$ cat config.mk
export PLATFORM = sky130hd
export DESIGN_NAME = analog_limit_alarm_monitor
export DESIGN_NICKNAME = d
export VERILOG_FILES = /design/src/sv/alm_pkg.sv /design/src/sv/alm_front.sv /design/src/sv/alm_queue.sv /design/src/sv/alm_back.sv /design/src/sv/analog_limit_alarm_monitor.sv
export SDC_FILE = /design/constraint.sdc
export NUM_CORES = 2
export LEC_CHECK = 0
export BUFFER_PORTS_ARGS = -buffer_cell sky130_fd_sc_hd__buf_2
export CAP_MARGIN = 20
export CORE_MARGIN = 2
export CORE_UTILIZATION = 45
export CTS_BUF_LIST = sky130_fd_sc_hd__clkbuf_4
export DETAILED_ROUTE_END_ITERATION = 10
export PLACE_DENSITY = 0.65
export SYNTH_ARGS = -nofsm -noshare
export SYNTH_HDL_FRONTEND = slang
export SYNTH_SLANG_ARGS = --single-unit
$ cat constraint.sdc
create_clock -name clk -period 9 [get_ports clk]
set_input_delay 1.8 -clock clk [delete_from_list [all_inputs] [get_ports clk]]
set_output_delay 1.8 -clock clk [all_outputs]
set_load 0.1 [all_outputs]
$ cat src/sv/alm_pkg.sv
package alm_pkg;

  localparam int unsigned PointW  = 16;
  localparam int unsigned ValW    = 32;
  localparam int unsigned BandW   = 31;
  localparam int unsigned CmpW    = ValW + 2;
  localparam int unsigned MaxMsg  = 6;
  localparam int unsigned MsgCntW = 3;
  localparam int unsigned QDepth  = 4;
  localparam int unsigned QPtrW   = 2;
  localparam int unsigned QCntW   = 3;
  localparam int unsigned RegIdxW = 3;

  // register indexes
  localparam logic [RegIdxW-1:0] REG_HIGH_HIGH = 3'd0;
  localparam logic [RegIdxW-1:0] REG_HIGH      = 3'd1;
  localparam logic [RegIdxW-1:0] REG_LOW       = 3'd2;
  localparam logic [RegIdxW-1:0] REG_LOW_LOW   = 3'd3;
  localparam logic [RegIdxW-1:0] REG_HIGH_HYST = 3'd4;
  localparam logic [RegIdxW-1:0] REG_LOW_HYST  = 3'd5;
  localparam logic [RegIdxW-1:0] REG_DEAD_BAND = 3'd6;
  localparam logic [RegIdxW-1:0] REG_SCAN_EN   = 3'd7;

  // message kinds
  localparam logic [1:0] KIND_FAULT  = 2'd0;
  localparam logic [1:0] KIND_FORCE  = 2'd1;
  localparam logic [1:0] KIND_NORMAL = 2'd2;
  localparam logic [1:0] KIND_LIMIT  = 2'd3;

  // stored limit state
  localparam logic [2:0] LS_NORMAL   = 3'd0;
  localparam logic [2:0] LS_HI_WARN  = 3'd1;
  localparam logic [2:0] LS_HI_ALARM = 3'd2;
  localparam logic [2:0] LS_LO_WARN  = 3'd3;
  localparam logic [2:0] LS_LO_ALARM = 3'd4;

  // event states carried in messages
  localparam logic [3:0] EST_NORMAL   = 4'd0;
  localparam logic [3:0] EST_HI_WARN  = 4'd1;
  localparam logic [3:0] EST_HI_ALARM = 4'd2;
  localparam logic [3:0] EST_LO_WARN  = 4'd3;
  localparam logic [3:0] EST_LO_ALARM = 4'd4;
  localparam logic [3:0] EST_HI_REC   = 4'd5;
  localparam logic [3:0] EST_HH_REC   = 4'd6;
  localparam logic [3:0] EST_LO_REC   = 4'd7;
  localparam logic [3:0] EST_LL_REC   = 4'd8;

  typedef logic [5:0] evcode_t;  // {kind, state}

  typedef struct packed {
    logic [MsgCntW-1:0]        n;
    evcode_t [MaxMsg-1:0]      code;
  } evlist_t;

  typedef struct packed {
    logic [PointW-1:0] point;
    logic [ValW-1:0]   data;
    logic              fail;
    logic              frc;
    logic              ovf;
    evlist_t           ev;
  } rec_t;

  function automatic evlist_t ev_add(evlist_t l, logic [1:0] kind, logic [3:0] st);
    evlist_t r;
    r = l;
    if (l.n < MsgCntW'(MaxMsg)) begin
      r.code[l.n] = {kind, st};
      r.n = l.n + 1'b1;
    end
    return r;
  endfunction

endpackage

$ cat src/sv/alm_front.sv
module alm_front (
  input  logic                              clk,
  input  logic                              rst,
  input  logic                              push,
  output logic                              full,
  input  logic [alm_pkg::PointW-1:0]        point_num,
  input  logic signed [alm_pkg::ValW-1:0]   value_milli,
  input  logic signed [alm_pkg::ValW-1:0]   reference_milli,
  input  logic                              chan_fault,
  input  logic                              forced,
  input  logic                              out_of_range,
  input  logic                              wr_en,
  input  logic [alm_pkg::RegIdxW-1:0]       wr_index,
  input  logic [alm_pkg::ValW-1:0]          wr_data,
  output logic                              q_push,
  input  logic                              q_full,
  output alm_pkg::rec_t                     q_rec
);

  typedef struct packed {
    logic gt_hh;
    logic gt_h;
    logic ge_l;
    logic ge_ll;
    logic gt_hhb;
    logic gt_hb;
    logic lt_lb;
    logic lt_llb;
    logic vary;
  } cmp_t;

  // configuration
  logic [alm_pkg::ValW-1:0]  hh_lim, h_lim, l_lim, ll_lim;
  logic [alm_pkg::BandW-1:0] hi_hyst, lo_hyst, dead_band;
  logic                      scan_en;

  // stage A
  logic                       a_v;
  logic [alm_pkg::PointW-1:0] a_point;
  logic [alm_pkg::ValW-1:0]   a_data;
  logic                       a_fault, a_force, a_ovf;
  cmp_t                       a_cmp;

  // scan state
  logic       prev_fault, prev_force, prev_ovf, unprimed;
  logic [2:0] limit_state, limit_state_next;

  cmp_t                               cmp;
  logic signed [alm_pkg::CmpW-1:0]    v, r, hh, h, l, ll, hhy, lhy, db, d;
  alm_pkg::evlist_t                   ev;
  logic [2:0]                         st, old, nst;
  logic [1:0]                         pre;
  logic                               done;
  logic                               accept, advance;

  function automatic logic signed [alm_pkg::CmpW-1:0] sx(logic [alm_pkg::ValW-1:0] x);
    return {{(alm_pkg::CmpW - alm_pkg::ValW){x[alm_pkg::ValW-1]}}, x};
  endfunction

  function automatic logic [2:0] classify(cmp_t c);
    logic [2:0] res;
    if (c.gt_hh)      res = alm_pkg::LS_HI_ALARM;
    else if (c.gt_h)  res = alm_pkg::LS_HI_WARN;
    else if (c.ge_l)  res = alm_pkg::LS_NORMAL;
    else if (c.ge_ll) res = alm_pkg::LS_LO_WARN;
    else              res = alm_pkg::LS_LO_ALARM;
    return res;
  endfunction

  always_ff @(posedge clk) begin
    if (rst) begin
      hh_lim    <= {1'b0, {(alm_pkg::ValW-1){1'b1}}};
      h_lim     <= {1'b0, {(alm_pkg::ValW-1){1'b1}}};
      l_lim     <= {1'b1, {(alm_pkg::ValW-1){1'b0}}};
      ll_lim    <= {1'b1, {(alm_pkg::ValW-1){1'b0}}};
      hi_hyst   <= '0;
      lo_hyst   <= '0;
      dead_band <= '0;
      scan_en   <= 1'b1;
    end else if (wr_en) begin
      case (wr_index)
        alm_pkg::REG_HIGH_HIGH: hh_lim    <= wr_data;
        alm_pkg::REG_HIGH:      h_lim     <= wr_data;
        alm_pkg::REG_LOW:       l_lim     <= wr_data;
        alm_pkg::REG_LOW_LOW:   ll_lim    <= wr_data;
        alm_pkg::REG_HIGH_HYST: hi_hyst   <= wr_data[alm_pkg::BandW-1:0];
        alm_pkg::REG_LOW_HYST:  lo_hyst   <= wr_data[alm_pkg::BandW-1:0];
        alm_pkg::REG_DEAD_BAND: dead_band <= wr_data[alm_pkg::BandW-1:0];
        alm_pkg::REG_SCAN_EN:   scan_en   <= wr_data[0];
        default: ;
      endcase
    end
  end

  // limit and dead band compares, all in parallel
  always_comb begin
    v   = sx(value_milli);
    r   = sx(reference_milli);
    hh  = sx(hh_lim);
    h   = sx(h_lim);
    l   = sx(l_lim);
    ll  = sx(ll_lim);
    hhy = {3'b000, hi_hyst};
    lhy = {3'b000, lo_hyst};
    db  = {3'b000, dead_band};
    d   = v - r;
    cmp.gt_hh  = v > hh;
    cmp.gt_h   = v > h;
    cmp.ge_l   = v >= l;
    cmp.ge_ll  = v >= ll;
    cmp.gt_hhb = v > (hh - hhy);
    cmp.gt_hb  = v > (h - hhy);
    cmp.lt_lb  = v < (l + lhy);
    cmp.lt_llb = v < (ll + lhy);
    // d nonzero and |d| >= db, without forming the absolute value
    cmp.vary   = (d != '0) && ((d >= db) || ((d + db) <= 0));
  end

  assign advance = a_v && (!scan_en || unprimed || ev.n == '0 || !q_full);
  assign full    = a_v && !advance;
  assign accept  = push && !full;

  always_ff @(posedge clk) begin
    if (rst) begin
      a_v <= 1'b0;
    end else if (accept) begin
      a_v <= 1'b1;
    end else if (advance) begin
      a_v <= 1'b0;
    end
  end

  always_ff @(posedge clk) begin
    if (accept) begin
      a_point <= point_num;
      a_data  <= value_milli;
      a_fault <= chan_fault;
      a_force <= forced;
      a_ovf   <= out_of_range & ~chan_fault;
      a_cmp   <= cmp;
    end
  end

  // event generation from the stored state
  always_comb begin
    ev   = '0;
    st   = limit_state;
    old  = alm_pkg::LS_NORMAL;
    nst  = alm_pkg::LS_NORMAL;
    pre  = 2'd0;
    done = 1'b0;
    if (st > alm_pkg::LS_LO_ALARM) st = alm_pkg::LS_NORMAL;
    if (unprimed) begin
      limit_state_next = a_ovf ? alm_pkg::LS_NORMAL : classify(a_cmp);
    end else begin
      if (a_fault != prev_fault)
        ev = alm_pkg::ev_add(ev, alm_pkg::KIND_FAULT, {3'b000, a_fault});
      if (a_force != prev_force)
        ev = alm_pkg::ev_add(ev, alm_pkg::KIND_FORCE, {3'b000, a_force});
      if (!a_fault && a_ovf != prev_ovf) begin
        ev = alm_pkg::ev_add(ev, alm_pkg::KIND_NORMAL, alm_pkg::EST_NORMAL);
        if (!a_ovf) st = alm_pkg::LS_NORMAL;
      end
      if (a_fault && prev_fault && a_cmp.vary)
        ev = alm_pkg::ev_add(ev, alm_pkg::KIND_NORMAL, alm_pkg::EST_NORMAL);
      if (a_cmp.vary && !a_fault && !a_ovf) begin
        old = prev_fault ? alm_pkg::LS_NORMAL : st;
        case (old)
          alm_pkg::LS_HI_WARN: begin
            if (a_cmp.gt_hh) begin
              ev = alm_pkg::ev_add(ev, alm_pkg::KIND_LIMIT, alm_pkg::EST_HI_ALARM);
              nst = alm_pkg::LS_HI_ALARM; done = 1'b1;
            end else if (a_cmp.gt_hb) begin
              ev = alm_pkg::ev_add(ev, alm_pkg::KIND_NORMAL, alm_pkg::EST_HI_WARN);
              nst = alm_pkg::LS_HI_WARN; done = 1'b1;
            end else begin
              ev = alm_pkg::ev_add(ev, alm_pkg::KIND_LIMIT, alm_pkg::EST_HI_REC);
              pre = 2'd1;
            end
          end
          alm_pkg::LS_HI_ALARM: begin
            if (a_cmp.gt_hhb) begin
              ev = alm_pkg::ev_add(ev, alm_pkg::KIND_NORMAL, alm_pkg::EST_HI_ALARM);
              nst = alm_pkg::LS_HI_ALARM; done = 1'b1;
            end else begin
              ev = alm_pkg::ev_add(ev, alm_pkg::KIND_LIMIT, alm_pkg::EST_HH_REC);
              if (a_cmp.gt_hb) begin
                nst = alm_pkg::LS_HI_WARN; done = 1'b1;
              end else begin
                ev = alm_pkg::ev_add(ev, alm_pkg::KIND_LIMIT, alm_pkg::EST_HI_REC);
                pre = 2'd1;
              end
            end
          end
          alm_pkg::LS_LO_WARN: begin
            if (!a_cmp.ge_ll) begin
              ev = alm_pkg::ev_add(ev, alm_pkg::KIND_LIMIT, alm_pkg::EST_LO_ALARM);
              nst = alm_pkg::LS_LO_ALARM; done = 1'b1;
            end else if (a_cmp.lt_lb) begin
              ev = alm_pkg::ev_add(ev, alm_pkg::KIND_NORMAL, alm_pkg::EST_LO_WARN);
              nst = alm_pkg::LS_LO_WARN; done = 1'b1;
            end else begin
              ev = alm_pkg::ev_add(ev, alm_pkg::KIND_LIMIT, alm_pkg::EST_LO_REC);
              pre = 2'd2;
            end
          end
          alm_pkg::LS_LO_ALARM: begin
            if (a_cmp.lt_llb) begin
              ev = alm_pkg::ev_add(ev, alm_pkg::KIND_NORMAL, alm_pkg::EST_LO_ALARM);
              nst = alm_pkg::LS_LO_ALARM; done = 1'b1;
            end else begin
              ev = alm_pkg::ev_add(ev, alm_pkg::KIND_LIMIT, alm_pkg::EST_LL_REC);
              if (a_cmp.lt_lb) begin
                nst = alm_pkg::LS_LO_WARN; done = 1'b1;
              end else begin
                ev = alm_pkg::ev_add(ev, alm_pkg::KIND_LIMIT, alm_pkg::EST_LO_REC);
                pre = 2'd2;
              end
            end
          end
          default: ;
        endcase
        // leaving from normal, or after a recovery
        if (!done) begin
          if (a_cmp.gt_hh) begin
            ev = alm_pkg::ev_add(ev, alm_pkg::KIND_LIMIT, alm_pkg::EST_HI_WARN);
            ev = alm_pkg::ev_add(ev, alm_pkg::KIND_LIMIT, alm_pkg::EST_HI_ALARM);
            nst = alm_pkg::LS_HI_ALARM;
          end else if (a_cmp.gt_h) begin
            ev = alm_pkg::ev_add(ev, alm_pkg::KIND_LIMIT, alm_pkg::EST_HI_WARN);
            nst = alm_pkg::LS_HI_WARN;
          end else if (a_cmp.ge_l) begin
            if (pre == 2'd0)
              ev = alm_pkg::ev_add(ev, alm_pkg::KIND_NORMAL, alm_pkg::EST_NORMAL);
            nst = alm_pkg::LS_NORMAL;
          end else if (a_cmp.ge_ll) begin
            ev = alm_pkg::ev_add(ev, alm_pkg::KIND_LIMIT, alm_pkg::EST_LO_WARN);
            nst = alm_pkg::LS_LO_WARN;
          end else begin
            ev = alm_pkg::ev_add(ev, alm_pkg::KIND_LIMIT, alm_pkg::EST_LO_WARN);
            ev = alm_pkg::ev_add(ev, alm_pkg::KIND_LIMIT, alm_pkg::EST_LO_ALARM);
            nst = alm_pkg::LS_LO_ALARM;
          end
        end
        st = nst;
      end
      if (a_ovf) st = alm_pkg::LS_NORMAL;
      limit_state_next = st;
    end
  end

  assign q_push      = a_v && scan_en && !unprimed && ev.n != '0 && !q_full;
  assign q_rec.point = a_point;
  assign q_rec.data  = a_data;
  assign q_rec.fail  = a_fault;
  assign q_rec.frc   = a_force;
  assign q_rec.ovf   = a_ovf;
  assign q_rec.ev    = ev;

  always_ff @(posedge clk) begin
    if (rst) begin
      prev_fault  <= 1'b0;
      prev_force  <= 1'b0;
      prev_ovf    <= 1'b0;
      limit_state <= alm_pkg::LS_NORMAL;
      unprimed    <= 1'b1;
    end else if (advance && scan_en) begin
      prev_fault  <= a_fault;
      prev_force  <= a_force;
      prev_ovf    <= a_ovf;
      limit_state <= limit_state_next;
      unprimed    <= 1'b0;
    end
  end

endmodule

$ cat src/sv/alm_queue.sv
module alm_queue (
  input  logic          clk,
  input  logic          rst,
  input  logic          push,
  output logic          full,
  input  alm_pkg::rec_t din,
  input  logic          pop,
  output logic          empty,
  output alm_pkg::rec_t dout
);

  alm_pkg::rec_t                 mem [alm_pkg::QDepth];
  logic [alm_pkg::QPtrW-1:0]     wr_ptr, rd_ptr;
  logic [alm_pkg::QCntW-1:0]     count;
  logic                          do_push, do_pop;

  assign full    = count == alm_pkg::QCntW'(alm_pkg::QDepth);
  assign empty   = count == '0;
  assign do_push = push && !full;
  assign do_pop  = pop && !empty;
  assign dout    = mem[rd_ptr];

  always_ff @(posedge clk) begin
    if (do_push) mem[wr_ptr] <= din;
  end

  always_ff @(posedge clk) begin
    if (rst) begin
      wr_ptr <= '0;
      rd_ptr <= '0;
      count  <= '0;
    end else begin
      if (do_push) wr_ptr <= wr_ptr + 1'b1;
      if (do_pop)  rd_ptr <= rd_ptr + 1'b1;
      case ({do_push, do_pop})
        2'b10:   count <= count + 1'b1;
        2'b01:   count <= count - 1'b1;
        default: ;
      endcase
    end
  end

  a_count_bound: assert property (@(posedge clk) disable iff (rst)
    count <= alm_pkg::QCntW'(alm_pkg::QDepth))
    else $error("queue count exceeds depth");

  a_no_push_full: assert property (@(posedge clk) disable iff (rst)
    push |-> !full)
    else $error("scan record pushed into full queue");

endmodule

$ cat src/sv/alm_back.sv
module alm_back (
  input  logic                        clk,
  input  logic                        rst,
  input  logic                        q_empty,
  output logic                        q_pop,
  input  alm_pkg::rec_t               q_rec,
  output logic                        empty,
  input  logic                        pop,
  output logic [alm_pkg::PointW-1:0]  point_out,
  output logic signed [alm_pkg::ValW-1:0] data_milli,
  output logic [1:0]                  event_kind,
  output logic [3:0]                  event_state,
  output logic                        to_alarm_list,
  output logic                        status_fail,
  output logic                        status_force,
  output logic                        status_overflow,
  output logic                        last_message
);

  alm_pkg::rec_t               cur;
  logic                        cur_valid;
  logic [alm_pkg::MsgCntW-1:0] idx;
  logic                        out_valid;
  logic                        load_out, last, cur_take;
  alm_pkg::evcode_t            code;

  assign code     = cur.ev.code[idx];
  assign last     = idx == (cur.ev.n - 1'b1);
  assign load_out = cur_valid && (!out_valid || pop);
  assign cur_take = !cur_valid || (load_out && last);
  assign q_pop    = cur_take && !q_empty;
  assign empty    = !out_valid;

  always_ff @(posedge clk) begin
    if (rst) begin
      cur_valid <= 1'b0;
      out_valid <= 1'b0;
      idx       <= '0;
    end else begin
      out_valid <= load_out || (out_valid && !pop);
      if (cur_take) begin
        cur_valid <= !q_empty;
        idx       <= '0;
      end else if (load_out) begin
        idx       <= idx + 1'b1;
      end
    end
  end

  always_ff @(posedge clk) begin
    if (cur_take && !q_empty) cur <= q_rec;
    if (load_out) begin
      point_out       <= cur.point;
      data_milli      <= cur.data;
      event_kind      <= code[5:4];
      event_state     <= code[3:0];
      to_alarm_list   <= code[5:4] != alm_pkg::KIND_NORMAL;
      status_fail     <= cur.fail;
      status_force    <= cur.frc;
      status_overflow <= cur.ovf;
      last_message    <= last;
    end
  end

  a_rec_count: assert property (@(posedge clk) disable iff (rst)
    cur_valid |-> (cur.ev.n != '0 && cur.ev.n <= alm_pkg::MsgCntW'(alm_pkg::MaxMsg)))
    else $error("scan record with bad message count");

  a_idx_bound: assert property (@(posedge clk) disable iff (rst)
    cur_valid |-> idx < cur.ev.n)
    else $error("message index past end of record");

endmodule

$ cat src/sv/analog_limit_alarm_monitor.sv
// Channel   Direction  Handshake             Transaction
// scan      in         push / full           one analog scan (point, value, ref, flags)
// message   out        empty / pop           one fault, force, change or limit message
// config    in         wr_en / wr_index      one register write of wr_data
//
// The front takes one scan per cycle while full is low and decides its messages
// (0 to 6) in the next cycle; these pass through a 4-deep record queue and the
// back's current record register to the output registers, then leave one per
// cycle while pop is high, so the message port is the only serial point. rst is
// synchronous: limits go to their widest settings, state to first scan. full
// rises only when the queue is full and a classified scan waits to enter it.
module analog_limit_alarm_monitor (
  input  logic                              clk,
  input  logic                              rst,
  input  logic                              push,
  output logic                              full,
  input  logic [alm_pkg::PointW-1:0]        point_num,
  input  logic signed [alm_pkg::ValW-1:0]   value_milli,
  input  logic signed [alm_pkg::ValW-1:0]   reference_milli,
  input  logic                              chan_fault,
  input  logic                              forced,
  input  logic                              out_of_range,
  output logic                              empty,
  input  logic                              pop,
  output logic [alm_pkg::PointW-1:0]        point_out,
  output logic signed [alm_pkg::ValW-1:0]   data_milli,
  output logic [1:0]                        event_kind,
  output logic [3:0]                        event_state,
  output logic                              to_alarm_list,
  output logic                              status_fail,
  output logic                              status_force,
  output logic                              status_overflow,
  output logic                              last_message,
  input  logic                              wr_en,
  input  logic [alm_pkg::RegIdxW-1:0]       wr_index,
  input  logic [alm_pkg::ValW-1:0]          wr_data
);

  alm_pkg::rec_t q_in, q_out;
  logic          q_push, q_full, q_pop, q_empty;

  alm_front u_front (
    .clk             (clk),
    .rst             (rst),
    .push            (push),
    .full            (full),
    .point_num       (point_num),
    .value_milli     (value_milli),
    .reference_milli (reference_milli),
    .chan_fault      (chan_fault),
    .forced          (forced),
    .out_of_range    (out_of_range),
    .wr_en           (wr_en),
    .wr_index        (wr_index),
    .wr_data         (wr_data),
    .q_push          (q_push),
    .q_full          (q_full),
    .q_rec           (q_in)
  );

  alm_queue u_queue (
    .clk   (clk),
    .rst   (rst),
    .push  (q_push),
    .full  (q_full),
    .din   (q_in),
    .pop   (q_pop),
    .empty (q_empty),
    .dout  (q_out)
  );

  alm_back u_back (
    .clk             (clk),
    .rst             (rst),
    .q_empty         (q_empty),
    .q_pop           (q_pop),
    .q_rec           (q_out),
    .empty           (empty),
    .pop             (pop),
    .point_out       (point_out),
    .data_milli      (data_milli),
    .event_kind      (event_kind),
    .event_state     (event_state),
    .to_alarm_list   (to_alarm_list),
    .status_fail     (status_fail),
    .status_force    (status_force),
    .status_overflow (status_overflow),
    .last_message    (last_message)
  );

endmodule
==> summary.txt <==
Netlist cell types: 99
Die W: 329.4 um
CP Capture Type: output pin
CTS Buf Count: 210
Power per cell area: 195.6 mW/mm2
Root buffer cell: clkbuf_4
Leakage power: 21.08 nW
Hpwl dp: 98140 um
Setup_tns: 0 ps
Final antenna-violating net count: 0
Mapped Area: 0.04766 mm2
Slew HR: 0.2221
Hold_sp: u_back.cur[64]$_DFFE_PP_
Initial antenna violation count: 13
Clock Sinks: 811
Crit Reg-Reg Startpoint: u_front.prev_fault$_SDFFE_PP0P_
Largest net degree at the start of global routing: 90
# hold bufs at CTS: 0
Final Hold Vio Count: 0
Min Tclk post-route: 8519 ps
Buffers added on ports: 183
Nets: 5460
Drt drc: 0
Area after DPL: 0.05042 mm2
Synthesis-stage register bit count: 811
Worst Setup Start Kind: flip-flop
DR pass1 iterations: 5
DIE AREA: 0.1085 mm2
Drt total wl: 131800 um
Gr usage total: 0.2410
First-pass GRT wire length: 202200 um
Ports: 184
Mapped Avg Cell Area: 10.53 um2
Drt wl/cell: 20.61 um
CP Data Required Time: 7200 ps
Fraction of registers with async set/reset: 0
Vias in the first global route: 35978
H-tree depth: 4
Worst-Skew Late Latency: 1130 ps
Sequential cell area fraction in the yosys report: 0.4602
Via count: 36324
Fin area: 0.05329 mm2
Crit. Startpoint: u_front.prev_fault$_SDFFE_PP0P_
Count leader, synth: edfxtp_1
Final non-filler cell total: 6394
CP arrival: 6720 ps
Yosys warns: 0
Period utilisation layout: 0.9466
Via/cell ratio: 5.681
Std-Cell Rows: 119
Worst Tran Pin Value: 1156 ps
Top post-synthesis cells by count: edfxtp_1, ha_1, nand2_1, a21oi_1, inv_1
Synthesis-to-layout area growth: 11.81%
CTS Buffer Depth: 3
DRC violation total after the first TritonRoute iteration: 2530
Die H: 329.4 um
Final core utilization: 0.5070
Post-Place Worst Slack: 528.0 ps
Max-slew violation count: 0
Worst setup margin: 480.5 ps
Grt total ovfl: 0
Hold/Removal Path Class: reg -> reg
CORE AREA: 0.1051 mm2
Worst Skew: 107.0 ps
Clk pin slew, worst setup/hold paths: 60 ps
Total power: 10.42 mW
Synth area leaders: edfxtp_1, ha_1, dfxtp_1, a21oi_1, mux4_2
CTS tree: yes
Final setup fails: 0
Final hold slack: 383.8 ps
Syn Nets: 5150
Post-synth EDFFs: 569
Top-area cell type share of the netlist area: 0.3585
Cells after DPL: 6010
IR drop worst, VDD: 202.5 uV
Max FO, Critical Path: 8
Share of layout cells above drive strength 1: 0.1498
Ys flop type: edfxtp_1
Mapped Cells: 4526
Placer Congestion: 0.9520
Max Clk Rate: 117.4 MHz
Status: completed
Post-synth top area cell: edfxtp_1
Max cap viols: 0
Initial core utilization: 0.4534
Crit Path Category: reg -> out
==> worst paths after layout <==
path	endpoint	slack, ps	cells past startpoint
hold reg to reg	u_back.data_milli[22]$_DFFE_PP_	380	0
setup reg to reg	u_queue.mem[3][48]$_DFFE_PP_	1980	28
setup / recovery	full	480	27
hold / removal	u_back.data_milli[22]$_DFFE_PP_	380	0
==> power by group <==
group	switching [mW]	total (mW)	internal, mW
combinational	1.77	2.60	0.834
clock	1.56	3.14	1.58
sequential	0.178	4.68	4.50
total	3.51	10.4	6.92
==> registers in the layout, summed over array words and instances, names as in the netlist, 9 cells and up <==
signal and cells:
u_front.l_lim 32, u_queue.mem 360, u_back.data_milli 32, u_back.cur 90
u_back.point_out 16, u_front.hi_hyst 31, u_front.dead_band 31, u_front.a_data 32
u_front.h_lim 32, u_front.ll_lim 32, u_front.hh_lim 32, u_front.lo_hyst 31
u_front.a_cmp 9, u_front.a_point 16
==> metal layers <==
metal | part of all wire | track usage | vias up
li1 | - | - | 17518
met1 | 0.45 | 0.3287 | 17497
met2 | 0.46 | 0.3892 | 1098
met3 | 0.059 | 0.03770 | 207
met4 | 0.028 | 0.08696 | 4
met5 | 0.00020 | 0 | -
==> repair_timing <==
action	in CTS	in global routing
setup endpoints to repair	1	1
gates resized for setup	6	24
pin swaps	2	2
buffers inserted	2	2
==> critical path, cell delays in order (launching register included) <==
cell and delay (ps):
dfxtp_2 370, inv_1 90, ha_4 330, ha_4 240
or2_2 310, o21a_1 200, o311a_1 300, inv_1 180
ha_4 250, nor2_2 120, inv_1 50, ha_1 300
o41ai_4 430, and2_4 250, inv_4 60, ha_1 280
or2_2 290, ha_1 190, nand2b_1 80, o21ai_0 70
o21ai_0 110, nand2_1 90, a21oi_2 180, o31ai_4 90
nand4_1 150, nor3b_4 90, nor4_4 320, buf_12 220
==> layout by cell type, fill, tap and decap left out, types with 181 or more instances in the layout <==
cell      synthesis  layout
edfxtp_1        569     569
inv_1           309     307
o21ai_0         182     181
clkbuf_4          0     291
a21oi_1         437     435
nor2_1          300     291
buf_2             6     182
nand2_1         462     460
dfxtp_1         242     238
ha_1            494     490
==> cell families (layout without fill, tap and decap cells) <==
logic type	count (synthesis)	after routing	share of synthesized area
simple gates	1275	1275	0.1264
fa+ha+maj	501	501	0.1326
xor+xnor	170	170	0.03140
mux	121	121	0.05096
other cells	0	9	0
buf+inv	462	930	0.03670
flops	811	811	0.4602
compound gates	1186	1186	0.1617
==> area by class of cell <==
| type | count | area, um2 |
|---|---|---|
| Timing Repair Buffer | 247 | 1551 |
| Multi-Input combinational cell | 3253 | 24180 |
| Fill cell | 9735 | 51830 |
| Clock buffer | 291 | 2185 |
| Sequential cell | 811 | 21940 |
| Clock inverter | 79 | 486.7 |
| Antenna cell | 9 | 22.52 |
| Tap cell | 1391 | 1740 |
| Inverter | 313 | 1181 |
No activity file was read; power rests on OpenSTA's default activity.
